**src/rtl/assert_macros.svh**
```systemverilog
// assertion macros for the skyline allocator rtl
`ifndef ASSERT_MACROS_SVH
`define ASSERT_MACROS_SVH

// concurrent assertion on an explicit clock and active-low reset
`define SKY_ASSERT_AT(lbl, clk, rstn, prop) \
  lbl: assert property (@(posedge clk) disable iff (!rstn) prop) \
    else $error("skyline allocator assertion failed");

// concurrent assertion on the default clock and reset of the block
`define SKY_ASSERT(lbl, prop) `SKY_ASSERT_AT(lbl, clk_i, rst_ni, prop)

`endif

```
**src/rtl/sky_pkg.sv**
```systemverilog
// shared types, codes and defaults of the skyline atlas allocator
package sky_pkg;

  localparam int ATLAS_SIZE_DEF = 256;

  localparam int RECT_W = 9;
  localparam int POS_W  = 8;
  localparam int STAT_W = 2;

  localparam logic REQ_ALLOC = 1'b0;
  localparam logic REQ_CLEAR = 1'b1;

  localparam logic [STAT_W-1:0] ST_PLACED  = 2'd0;
  localparam logic [STAT_W-1:0] ST_NOROOM  = 2'd1;
  localparam logic [STAT_W-1:0] ST_CLEARED = 2'd2;

  typedef struct packed {
    logic              load;
    logic              clr_step;
    logic              p1_step;
    logic              p2_init;
    logic              p2_step;
    logic              wr_init;
    logic              wr_step;
    logic              out_load;
    logic [STAT_W-1:0] out_status;
  } sky_cmd_t;

  typedef struct packed {
    logic req_clear;
    logic req_bad;
    logic idx_top;
    logic idx_zero;
    logic wr_end;
    logic fits;
  } sky_stat_t;

endpackage

```
**src/rtl/sky_dp.sv**
```systemverilog
// datapath: skyline memory, prefix max memory, window max scan and result register
module sky_dp
  import sky_pkg::*;
#(
  parameter int ATLAS_SIZE = ATLAS_SIZE_DEF
) (
  input  logic              clk_i,
  input  logic              rst_ni,
  input  sky_cmd_t          cmd_i,
  output sky_stat_t         stat_o,
  input  logic              req_type_i,
  input  logic [RECT_W-1:0] rect_width_i,
  input  logic [RECT_W-1:0] rect_height_i,
  output logic [POS_W-1:0]  pos_x_o,
  output logic [POS_W-1:0]  pos_y_o,
  output logic [STAT_W-1:0] status_o
);

  localparam int AW = $clog2(ATLAS_SIZE);
  localparam int HW = $clog2(ATLAS_SIZE + 1);
  localparam int CW = ((HW > RECT_W) ? HW : RECT_W) + 1;

  logic [HW-1:0] mem_h [ATLAS_SIZE];
  logic [HW-1:0] mem_p [ATLAS_SIZE];

  logic              type_q;
  logic [RECT_W-1:0] w_q, h_q;
  logic [AW-1:0]     idx_q, blk_q, wr_last_q;
  logic              rd_v_q, rd_p2_q;
  logic [AW-1:0]     rd_idx_q, rd_blk_q;
  logic              rd_try_q;
  logic [HW-1:0]     hrd_q, prd_q, run_q, best_q;
  logic [AW-1:0]     bestx_q;
  logic [POS_W-1:0]  pos_x_q, pos_y_q;
  logic [STAT_W-1:0] status_q;

  logic [CW-1:0] w_c, wm1_c, h_c, top_c;
  logic [AW-1:0] p1_blk_nxt, p2_blk_nxt, paddr;
  logic          try_c, s_end;
  logic [HW-1:0] p_val, s_val, cand, fill;
  logic          h_wr;

  always_comb begin
    w_c        = CW'(w_q);
    h_c        = CW'(h_q);
    wm1_c      = w_c - CW'(1);
    top_c      = CW'(best_q) + h_c;
    fill       = HW'(top_c);
    p1_blk_nxt = (CW'(blk_q) == wm1_c) ? '0 : blk_q + AW'(1);
    p2_blk_nxt = (blk_q == '0) ? AW'(wm1_c) : blk_q - AW'(1);
    try_c      = (CW'(idx_q) + w_c) < CW'(ATLAS_SIZE);
    paddr      = AW'(CW'(idx_q) + wm1_c);
    // running max from the block start (left to right)
    if (rd_blk_q == '0) begin
      p_val = hrd_q;
    end else begin
      p_val = (hrd_q > run_q) ? hrd_q : run_q;
    end
    // running max to the block end (right to left)
    s_end = (CW'(rd_blk_q) == wm1_c) || (rd_idx_q == AW'(ATLAS_SIZE - 1));
    if (s_end) begin
      s_val = hrd_q;
    end else begin
      s_val = (hrd_q > run_q) ? hrd_q : run_q;
    end
    cand  = (s_val > prd_q) ? s_val : prd_q;
    h_wr  = cmd_i.clr_step || cmd_i.wr_step;
  end

  always_comb begin
    stat_o.req_clear = (type_q == REQ_CLEAR);
    stat_o.req_bad   = (w_q == '0) || (h_q == '0) || (w_c >= CW'(ATLAS_SIZE));
    stat_o.idx_top   = (idx_q == AW'(ATLAS_SIZE - 1));
    stat_o.idx_zero  = (idx_q == '0);
    stat_o.wr_end    = (idx_q == wr_last_q);
    stat_o.fits      = (top_c <= CW'(ATLAS_SIZE));
  end

  // control registers
  always_ff @(posedge clk_i or negedge rst_ni) begin
    if (!rst_ni) begin
      idx_q   <= '0;
      rd_v_q  <= 1'b0;
      rd_p2_q <= 1'b0;
    end else begin
      rd_v_q  <= cmd_i.p1_step || cmd_i.p2_step;
      rd_p2_q <= cmd_i.p2_step;
      if (cmd_i.load) begin
        idx_q <= '0;
      end else if (cmd_i.clr_step || cmd_i.p1_step || cmd_i.wr_step) begin
        idx_q <= idx_q + AW'(1);
      end else if (cmd_i.p2_init) begin
        idx_q <= AW'(ATLAS_SIZE - 1);
      end else if (cmd_i.p2_step) begin
        idx_q <= idx_q - AW'(1);
      end else if (cmd_i.wr_init) begin
        idx_q <= bestx_q;
      end
    end
  end

  // payload registers
  always_ff @(posedge clk_i) begin
    if (cmd_i.load) begin
      type_q <= req_type_i;
      w_q    <= rect_width_i;
      h_q    <= rect_height_i;
      blk_q  <= '0;
    end else if (cmd_i.p1_step) begin
      blk_q <= p1_blk_nxt;
    end else if (cmd_i.p2_init) begin
      blk_q <= rd_blk_q;
    end else if (cmd_i.p2_step) begin
      blk_q <= p2_blk_nxt;
    end
    rd_idx_q <= idx_q;
    rd_blk_q <= blk_q;
    rd_try_q <= try_c;
    if (rd_v_q) begin
      run_q <= rd_p2_q ? s_val : p_val;
    end
    if (cmd_i.p2_init) begin
      best_q  <= HW'(ATLAS_SIZE);
      bestx_q <= '0;
    end else if (rd_v_q && rd_p2_q && rd_try_q && (cand <= best_q)) begin
      best_q  <= cand;
      bestx_q <= rd_idx_q;
    end
    if (cmd_i.wr_init) begin
      wr_last_q <= AW'(CW'(bestx_q) + wm1_c);
    end
    if (cmd_i.out_load) begin
      status_q <= cmd_i.out_status;
      if (cmd_i.out_status == ST_PLACED) begin
        pos_x_q <= POS_W'(bestx_q);
        pos_y_q <= POS_W'(best_q);
      end else begin
        pos_x_q <= '0;
        pos_y_q <= '0;
      end
    end
  end

  // skyline memory
  always_ff @(posedge clk_i) begin
    if (h_wr) begin
      mem_h[idx_q] <= cmd_i.clr_step ? '0 : fill;
    end
    hrd_q <= mem_h[idx_q];
  end

  // prefix max memory
  always_ff @(posedge clk_i) begin
    if (rd_v_q && !rd_p2_q) begin
      mem_p[rd_idx_q] <= p_val;
    end
    prd_q <= mem_p[paddr];
  end

  assign pos_x_o  = pos_x_q;
  assign pos_y_o  = pos_y_q;
  assign status_o = status_q;

endmodule

```
**src/rtl/sky_ctrl.sv**
```systemverilog
// controller: sequences clear sweep, scan passes, skyline update and result hand-off
module sky_ctrl
  import sky_pkg::*;
(
  input  logic      clk_i,
  input  logic      rst_ni,
  input  logic      in_valid_i,
  output logic      in_stall_o,
  output logic      out_valid_o,
  input  logic      out_stall_i,
  input  sky_stat_t stat_i,
  output sky_cmd_t  cmd_o
);

  localparam logic [3:0] S_CLEAR  = 4'd0;
  localparam logic [3:0] S_IDLE   = 4'd1;
  localparam logic [3:0] S_DECODE = 4'd2;
  localparam logic [3:0] S_P1     = 4'd3;
  localparam logic [3:0] S_P1_END = 4'd4;
  localparam logic [3:0] S_P2     = 4'd5;
  localparam logic [3:0] S_P2_END = 4'd6;
  localparam logic [3:0] S_CHECK  = 4'd7;
  localparam logic [3:0] S_WRITE  = 4'd8;
  localparam logic [3:0] S_DONE   = 4'd9;

  logic [3:0]        state_q, state_d;
  logic              rep_q, rep_d;
  logic [STAT_W-1:0] res_q, res_d;
  logic              out_valid_q, out_valid_d;

  always_comb begin
    cmd_o       = '0;
    state_d     = state_q;
    rep_d       = rep_q;
    res_d       = res_q;
    out_valid_d = out_valid_q && out_stall_i;
    case (state_q)
      S_CLEAR: begin
        cmd_o.clr_step = 1'b1;
        if (stat_i.idx_top) begin
          if (rep_q) begin
            rep_d   = 1'b0;
            res_d   = ST_CLEARED;
            state_d = S_DONE;
          end else begin
            state_d = S_IDLE;
          end
        end
      end
      S_IDLE: begin
        if (in_valid_i) begin
          cmd_o.load = 1'b1;
          state_d    = S_DECODE;
        end
      end
      S_DECODE: begin
        if (stat_i.req_clear) begin
          rep_d   = 1'b1;
          state_d = S_CLEAR;
        end else if (stat_i.req_bad) begin
          res_d   = ST_NOROOM;
          state_d = S_DONE;
        end else begin
          state_d = S_P1;
        end
      end
      S_P1: begin
        cmd_o.p1_step = 1'b1;
        if (stat_i.idx_top) begin
          state_d = S_P1_END;
        end
      end
      S_P1_END: begin
        cmd_o.p2_init = 1'b1;
        state_d       = S_P2;
      end
      S_P2: begin
        cmd_o.p2_step = 1'b1;
        if (stat_i.idx_zero) begin
          state_d = S_P2_END;
        end
      end
      S_P2_END: begin
        state_d = S_CHECK;
      end
      S_CHECK: begin
        if (stat_i.fits) begin
          cmd_o.wr_init = 1'b1;
          state_d       = S_WRITE;
        end else begin
          res_d   = ST_NOROOM;
          state_d = S_DONE;
        end
      end
      S_WRITE: begin
        cmd_o.wr_step = 1'b1;
        if (stat_i.wr_end) begin
          res_d   = ST_PLACED;
          state_d = S_DONE;
        end
      end
      S_DONE: begin
        if (!out_valid_q || !out_stall_i) begin
          cmd_o.out_load   = 1'b1;
          cmd_o.out_status = res_q;
          out_valid_d      = 1'b1;
          state_d          = S_IDLE;
        end
      end
      default: begin
        state_d = S_IDLE;
      end
    endcase
  end

  always_ff @(posedge clk_i or negedge rst_ni) begin
    if (!rst_ni) begin
      state_q     <= S_CLEAR;
      rep_q       <= 1'b0;
      res_q       <= ST_NOROOM;
      out_valid_q <= 1'b0;
    end else begin
      state_q     <= state_d;
      rep_q       <= rep_d;
      res_q       <= res_d;
      out_valid_q <= out_valid_d;
    end
  end

  assign in_stall_o  = (state_q != S_IDLE);
  assign out_valid_o = out_valid_q;

endmodule

```
**src/rtl/skyline_atlas_allocator.sv**
```systemverilog
// top level of the skyline atlas allocator
// skyline packer for a square atlas of ATLAS_SIZE x ATLAS_SIZE texels
// - input channel (in_valid_i / in_stall_o): one item per request, req_type_i
//   selects allocate or clear, rect_width_i / rect_height_i give the size
// - output channel (out_valid_o / out_stall_i): exactly one item per request,
//   pos_x_o / pos_y_o and status_o (placed, no room, cleared)
// - one request is worked on at a time; a clear sweeps the skyline memory,
//   one memory row per cycle; an allocate runs the two scans over the
//   skyline memory (prefix max forward, suffix max backward, one column per
//   cycle) and then writes back the covered columns; a request with a bad
//   size returns no room without the scans
// - after reset the skyline memory is swept to zero, in_stall_o stays high
//   meanwhile and no result item is produced
// - a result waits in the output register while out_stall_i is high; the
//   next request is already taken and worked on, and its result waits
//   until the register has been emptied
module skyline_atlas_allocator
  import sky_pkg::*;
#(
  parameter int ATLAS_SIZE = ATLAS_SIZE_DEF
) (
  input  logic              clk_i,
  input  logic              rst_ni,
  input  logic              in_valid_i,
  output logic              in_stall_o,
  input  logic              req_type_i,
  input  logic [RECT_W-1:0] rect_width_i,
  input  logic [RECT_W-1:0] rect_height_i,
  output logic              out_valid_o,
  input  logic              out_stall_i,
  output logic [POS_W-1:0]  pos_x_o,
  output logic [POS_W-1:0]  pos_y_o,
  output logic [STAT_W-1:0] status_o
);

  sky_cmd_t  cmd;
  sky_stat_t stat;

  // sequencer: clear sweep, scans, write-back, output hand-off
  sky_ctrl u_ctrl (
    .clk_i      (clk_i),
    .rst_ni     (rst_ni),
    .in_valid_i (in_valid_i),
    .in_stall_o (in_stall_o),
    .out_valid_o(out_valid_o),
    .out_stall_i(out_stall_i),
    .stat_i     (stat),
    .cmd_o      (cmd)
  );

  // skyline and prefix max memories, window max search, result payload
  sky_dp #(
    .ATLAS_SIZE(ATLAS_SIZE)
  ) u_dp (
    .clk_i        (clk_i),
    .rst_ni       (rst_ni),
    .cmd_i        (cmd),
    .stat_o       (stat),
    .req_type_i   (req_type_i),
    .rect_width_i (rect_width_i),
    .rect_height_i(rect_height_i),
    .pos_x_o      (pos_x_o),
    .pos_y_o      (pos_y_o),
    .status_o     (status_o)
  );

`include "assert_macros.svh"

  // a taken item closes the input side on the next cycle
  `SKY_ASSERT(a_busy_after_accept, (in_valid_i && !in_stall_o) |=> in_stall_o)

  // memory sweeps and scans only run while no item can be taken
  `SKY_ASSERT(a_work_while_busy,
    (cmd.clr_step || cmd.p1_step || cmd.p2_step || cmd.wr_step) |-> in_stall_o)

  // a waiting result is never overwritten
  `SKY_ASSERT(a_no_result_overwrite, cmd.out_load |-> !(out_valid_o && out_stall_i))

endmodule
```
**config.mk**
```make
export PLATFORM = sky130hd
export DESIGN_NAME = skyline_atlas_allocator
export DESIGN_NICKNAME = d
export VERILOG_FILES = /design/src/rtl/sky_pkg.sv /design/src/rtl/sky_dp.sv /design/src/rtl/sky_ctrl.sv /design/src/rtl/skyline_atlas_allocator.sv
export VERILOG_INCLUDE_DIRS = /design/src /design/src/rtl
export SDC_FILE = /design/constraint.sdc
export NUM_CORES = 2
export LEC_CHECK = 0
export ABC_AREA = 0
export BUFFER_PORTS_ARGS = -buffer_cell sky130_fd_sc_hd__buf_2
export CAP_MARGIN = 0
export CORE_AREA = 2 2 702 704
export DETAILED_ROUTE_END_ITERATION = 7
export DIE_AREA = 0 0 704 706
export PLACE_DENSITY = 0.55
export REMOVE_ABC_BUFFERS = 1
export SETUP_SLACK_MARGIN = 0.5
export SLEW_MARGIN = 20
export SYNTH_ARGS = -nofsm -noshare
export SYNTH_HDL_FRONTEND = slang
export SYNTH_MEMORY_MAX_BITS = 65536
export SYNTH_SLANG_ARGS = --single-unit
```
**constraint.sdc**
```tcl
create_clock -name clk_i -period 15.43 [get_ports clk_i]
set_input_delay 2.3145 -clock clk_i [delete_from_list [all_inputs] [get_ports clk_i]]
set_output_delay 2.3145 -clock clk_i [all_outputs]
set_load 0.01 [all_outputs]
```
* After elaboration in Yosys (flattened, before gate mapping) *
Memories as Yosys holds them, arrays and structs flattened. A register that Yosys moved wholly into a read port is not among the register bits.
Index checks and enable logic that the tools add are counted.

cells by class
  add/subtract/negate cells = 9
  magnitude comparators = 6
  eq/ne operators = 26
  mux-type cells = 54
  reduce and logical (&&, ||, !) cells = 30

operators by type and width
  operator                                                     number
  2-to-1 mux 8 bit                                             10
  2-to-1 mux 9 bit                                             6
  case mux 4 bit (10 select lines)                             1
  2-to-1 mux 4 bit                                             9
  zero test 8 bit                                              3
  equality test 8 x 10 -> 1 bit                                2
  greater-than comparator 9 bit                                2
  zero test 9 bit                                              2
  2-to-1 mux 1 bit                                             18
  adder 8 x 1 -> 8 bit, second input constant                  2
  adder 8 bit                                                  2
  equality test 4 x 3 -> 1 bit, second input constant          4
  equality test 8 bit, second input constant                   2
  != test 2 bit, second input constant                         8
  subtractor 8 x 1 -> 8 bit, second input constant             2
  2-to-1 mux 2 bit                                             6
  adder 8 x 9 -> 10 bit                                        1
  adder 9 x 9 -> 10 bit                                        1
  <= comparator 10 x 9 -> 1 bit, second input constant         1
  less-than comparator 10 x 9 -> 1 bit, second input constant  1
  subtractor 9 x 1 -> 10 bit, second input constant            1
  greater-or-equal comparator 9 bit, second input constant     1
  <= comparator 9 bit                                          1
  equality test 4 x 2 -> 1 bit, second input constant          2
  other kinds (20)                                             37

storage, ports and cells
  register bits after elaboration = 114
  RAM bits = 4608
  bits of input ports = 23
  word-level logic and storage cells = 148
  memories = 2

memory list
  memory      words  bits a word  rd ports  clocked after memory_dff  wr ports  RTL line      RTL
  u_dp.mem_h  256    9            1         1                         1         sky_dp.sv:23  logic [HW-1:0] mem_h [ATLAS_SIZE];
  u_dp.mem_p  256    9            1         1                         1         sky_dp.sv:24  logic [HW-1:0] mem_p [ATLAS_SIZE];

* Depth between registers and ports, before layout *
  depth after elaboration = 9
  depth in mapped cells = 33
  gate-level depth less buffers = 30

* By module *
From an unflattened synthesis, not the netlist that was laid out.

second synthesis, totals
  cell total of the unflattened synthesis = 8601
  area, all modules = 185691.8 µm²

by module, submodules not included
  module    instances  cells an instance  area an instance (µm²)  seq. area each (µm²)
  sky_dp    1          8527               185085.0                141445.7
  sky_ctrl  1          74                 606.8                   201.4

* Worst setup path after synthesis *
No wires, ideal clock.

  kind = reg-to-reg
  from = reg u_dp.run_q[4]
  to = mem u_dp.mem_p[0][5] (netlist name), data pin
  arrival time = 11824 ps
  required time = 13231 ps
  setup slack = 1407 ps
  stages on the path, launching flop included = 10
  clock period less this slack = 14023 ps
  cells stage by stage = edfxtp_1 inv_1 ha_1 a21o_1 a21oi_1 nor2b_1 o32ai_1 o21ai_0 clkbuf_1 o21ai_0

on the way
  word-level cells in the longest chain between the ends = 3

RTL lines
  what                           RTL line       RTL
  from (decl)                    sky_dp.sv:32   logic [HW-1:0] hrd_q, prd_q, run_q, best_q;
  from (signal assigned)         sky_dp.sv:120  run_q <= rd_p2_q ? s_val : p_val;
  greater-than comparator 9 bit  sky_dp.sv:57   p_val = (hrd_q > run_q) ? hrd_q : run_q;
  2-to-1 mux 9 bit               sky_dp.sv:57
  2-to-1 mux 9 bit               sky_dp.sv:54   if (rd_blk_q == '0) begin
  net u_dp.p_val[5]              sky_dp.sv:40   logic [HW-1:0] p_val, s_val, cand, fill;
  to (decl)                      sky_dp.sv:24

The timed path passes the listed nets, and every way through them passes these cells.

* Worst setup path in the final report *
  from = reg u_dp.w_q[0]
  to = reg u_dp.best_q[2]

on the way
  word-level cells in the longest chain between the ends = 8

RTL lines
  what                             RTL line       RTL
  from (decl)                      sky_dp.sv:27   logic [RECT_W-1:0] w_q, h_q;
  from (signal assigned)           sky_dp.sv:106  w_q <= rect_width_i;
  subtractor 9 x 1 -> 10 bit *     sky_dp.sv:46   wm1_c = w_c - CW'(1);
  equality test 8 x 10 -> 1 bit *  sky_dp.sv:60   s_end = (CW'(rd_blk_q) == wm1_c) || (rd_idx_q == AW'(ATLAS_SIZE - 1));
  logical OR 1 bit *               sky_dp.sv:60
  2-to-1 mux 9 bit *               sky_dp.sv:61   if (s_end) begin
  greater-than comparator 9 bit    sky_dp.sv:66   cand = (s_val > prd_q) ? s_val : prd_q;
  2-to-1 mux 9 bit *               sky_dp.sv:66
  net u_dp.cand[1]                 sky_dp.sv:40
  <= comparator 9 bit *            sky_dp.sv:125  end else if (rd_v_q && rd_p2_q && rd_try_q && (cand <= best_q)) begin
  logical AND 1 bit *              sky_dp.sv:125
  to (signal assigned)             sky_dp.sv:123  best_q <= HW'(ATLAS_SIZE);
  to (signal assigned)             sky_dp.sv:126  best_q <= cand;
  to (decl)                        sky_dp.sv:32

Mark *: on every way through the listed nets, which the timed path passes. The rest lies on a longest branch.
A chain may end at the register's enable or synchronous reset.

==> impl_metrics.ini <==
[status]
outcome = finished, final reports clean

[logic_synthesis]
async_flop_share = 0.003797
synth.distinct_cells = 70
synth-simple-area-share = 0.03046
synth_mux_area_frac = 0.1721
synth_edf_count = 4662
synthAdderAreaFrac = 0.004839
synthCells = 8615
synth_area_leaders = edfxtp_1 (75%), mux4_2 (17%), nor2_1 (1.3%), nand2_1 (0.75%), dfxtp_1 (0.65%)
ys_warn_count = 0
synth_top_family_by_area = multiplexers
yosysTopAreaCell = edfxtp_1
synth_compound_area_frac = 0.01343
synthFlopType = edfxtp_1
synth_xor_area_frac = 0.002938
synth.avg_cell_area_sq_um = 21.55
synth-seq-cells = 4740
synth_area_sq_mm = 0.1857
ys_seq_area_frac = 0.7630
synth_top_area_frac = 0.7541

[cts]
cts_max_path_buffers = 4
cts_hold_buffers = 0
cts_tree = yes
path_clk_slew_ps = 60
clk_latency_ps = 1040
cts_buffers = 477
cts.sinks = 4740
cts_root_buffer = clkbuf_16
htree_levels = 5
cts.repair.resized = 0
post_cts_buffers = 0

[power]
p_per_area_mw_per_mm2 = 233.9
switching_power_mw = 18.06
leakage_nw = 63.93
p_seq_frac = 0.387
p_int_mw = 30.86
combPwrFrac = 0.383
max-vdd-ir-drop_mv = 0.3568
total_power_mw = 48.91
switching_share = 0.3692
pwr-share-clk = 0.231

[critical_path]
r2r_end = u_dp.best_q[2]
slowest_delay_ps = 700
path_delay_family = compound AO/OA/AOI/OAI gates
worstRegToRegCells = 31
crit_buf_inv = 3
cp-start-kind = register
end_kind = register
worstPathRequired_ps = 16290
r2r_slack_ps = 7560
worst_path_max_delay_cell = a31oi_4
crit_arrival_ps = 8720
crit_type = register to register
crit_path_frequent_cell = o21a_1
r2r_start = u_dp.w_q[0]
cp_max_fo = 26

[grt]
overflow = 0
grt_pass1_wl_mm = 690.8
first_global_vias = 90780
grt_max_degree = 202
antenna_found_initial = 41
grt_usage = 0.1911

[place]
dp_hpwl_mm = 286.6
place_inst = 14810
portBuffers = 42
place_area_sq_mm = 0.1938
gp_congestion = 0.8122

[finish]
design_area_sq_mm = 0.2091
drive_gt1_frac = 0.2589
final_cells = 15720
syn2layout_area_growth_pct = 12.63
n_fill_cell = 41580
finalNetCount = 8910

[worst_hold_path]
hold_depth = 0
hp-class = register to register
min_to = u_dp.rd_blk_q[7]
hp-start = u_dp.blk_q[7]

[drt]
ant_nets = 0
drt-pass1-iter-count = 6
wirelength_mm = 484.8
vias_per_cell = 5.675
vias = 89200
wl_per_cell_microns = 30.84
drtIter0Drc = 10590
drc = 0

[sta]
min_period_ps = 7867
fmax_ghz = 0.1271
finClkSkew_ps = 121.4
setup_tns_ps = 0
drv_slew = 0
maxSlewHeadroom = 0.1794
worst_slew_pin_slew_ps = 1231
rsz0062_at_grt = no
setup_viol = 0
hold_viol = 0
layout_worst_path_cycle_share = 0.5099

[run]
drv_cap = 0

[die]
start_util = 0.3796
fp.dieW_microns = 704
die_area_sq_mm = 0.4970
die_h_microns = 706
row_count = 257
core_area_sq_mm = 0.4891
io_pins = 43
==> stage by stage <==
step	util	setup WS [ps]	hold slack (ps)
2_1_floorplan	-	-27930	407.1
3_3_place_gp	0.3961	7064	468.4
3_5_place_dp	0.3962	7740	465.9
4_1_cts	0.4272	7617	437.1
5_1_grt	0.4275	6930	464.1
6_report	0.4275	7563	450.9
==> registers in the layout, indices dropped and copies added, names as in the netlist, 2 cells and up <==
signal and cells:
u_dp.mem_h 2304, u_dp.mem_p 2304, u_dp.best_q 9, u_dp.h_q 9
u_dp.hrd_q 9, u_dp.prd_q 9, u_dp.run_q 9, u_dp.w_q 9
u_dp.bestx_q 8, u_dp.blk_q 8, u_dp.idx_q 8, u_dp.pos_x_o 8
u_dp.pos_y_o 8, u_dp.rd_blk_q 8, u_dp.rd_idx_q 8, u_dp.wr_last_q 8
u_ctrl.state_q 4, u_ctrl.res_q 2, u_dp.status_o 2
==> logic make-up after synthesis <==
group           Yosys count
mux                    1464
compound gates          398
fa+ha+maj                70
buf+inv                 555
simple gates           1329
flops                  4740
xor+xnor                 59
==> worst register-to-register path, delay by kind of cell (launching register included) <==
| kind | cells | cell delay (ps) |
|---|---|---|
| fa+ha+maj | 3 | 890 |
| flops | 1 | 510 |
| buf+inv | 3 | 500 |
| compound gates | 14 | 3320 |
| mux | 1 | 400 |
| simple gates | 8 | 1510 |
| xor+xnor | 2 | 580 |
==> final cells by class <==
cell class	instances	area, sq um	share of cell area
Clock inverter	326	2664	0.01274
Clock buffer	568	12490	0.05973
Tap cell	6475	8102	0.03874
Sequential cell	4740	141700	0.6775
Antenna cell	12	30.03	0.0001436
Multi-Input combinational cell	3320	42070	0.2012
Timing Repair Buffer	217	1852	0.008856
Inverter	61	236.5	0.001131
==> how the worst max path moves through the flow <==
stage	startpoint	to	slack, ps	depth (start not counted)
2_1_floorplan	u_dp.idx_q[0]	u_dp.prd_q[7]	-27930	9
3_3_place_gp	u_dp.w_q[0]	u_dp.best_q[1]	7060	31
3_5_place_dp	u_dp.w_q[0]	u_dp.best_q[6]	7740	31
4_1_cts	u_dp.w_q[0]	u_dp.best_q[2]	7620	31
5_1_grt	u_dp.w_q[0]	u_dp.best_q[2]	6930	31
6_report	u_dp.w_q[0]	u_dp.best_q[2]	7560	31
==> metal layers <==
layer  vias to the layer above  share of wire  track usage
li1                      36310              -            -
met1                     48640           0.42       0.2730
met2                      3479           0.47       0.3008
met3                       750          0.076      0.03785
met4                        20          0.028      0.05150
met5                         -        0.00067            0
==> cell usage after synthesis (9+ instances only) <==
cell,instances
a211oi_1,13
nor2b_1,38
xor2_1,16
buf_1,44
dfxtp_1,60
buf_6,18
a31oi_1,36
xnor2_1,40
nand4_1,32
mux2i_1,73
nand3_1,124
a21oi_1,139
edfxtp_1,4662
nor4_1,14
o22ai_1,13
a22oi_1,13
buf_2,147
a21o_1,11
o211ai_1,19
nand2_1,370
o21ai_0,73
nand4b_1,10
mux4_2,1381
inv_1,60
o21a_1,9
o2111ai_1,12
nor2_1,634
clkbuf_1,268
and2_1,19
buf_4,17
a32oi_1,9
dfrtp_1,17
nor3_1,42
and3b_1,9
ha_1,67
mux2_2,10
==> layout by cell type (no fill, tap or decap), types with 42 or more instances in the layout <==
cell | netlist | routed
dfxtp_1 | 60 | 60
buf_4 | 17 | 143
clkinv_2 | 0 | 102
nand3_1 | 124 | 119
o21ai_0 | 73 | 65
mux4_2 | 1381 | 1381
buf_2 | 147 | 42
clkinv_1 | 0 | 146
clkbuf_16 | 0 | 487
nor2_1 | 634 | 604
edfxtp_1 | 4662 | 4662
a21oi_1 | 139 | 138
ha_1 | 67 | 66
clkbuf_1 | 268 | 81
mux2i_1 | 73 | 73
nand2_1 | 370 | 345
inv_1 | 60 | 59
==> power by group through the flow <==
stage / sequential [mW] / clock (mW) / combinational, mW
after floorplan: 21.3 / 0 / 15.3
after global placement: 19.2 / 0 / 18.5
after detailed placement: 19.2 / 0 / 18.9
after CTS: 18.9 / 11.5 / 18.9
after global routing: 18.9 / 12.0 / 19.8
final: 18.9 / 11.3 / 18.7
Note: power is estimated with default switching activity, not from simulation.
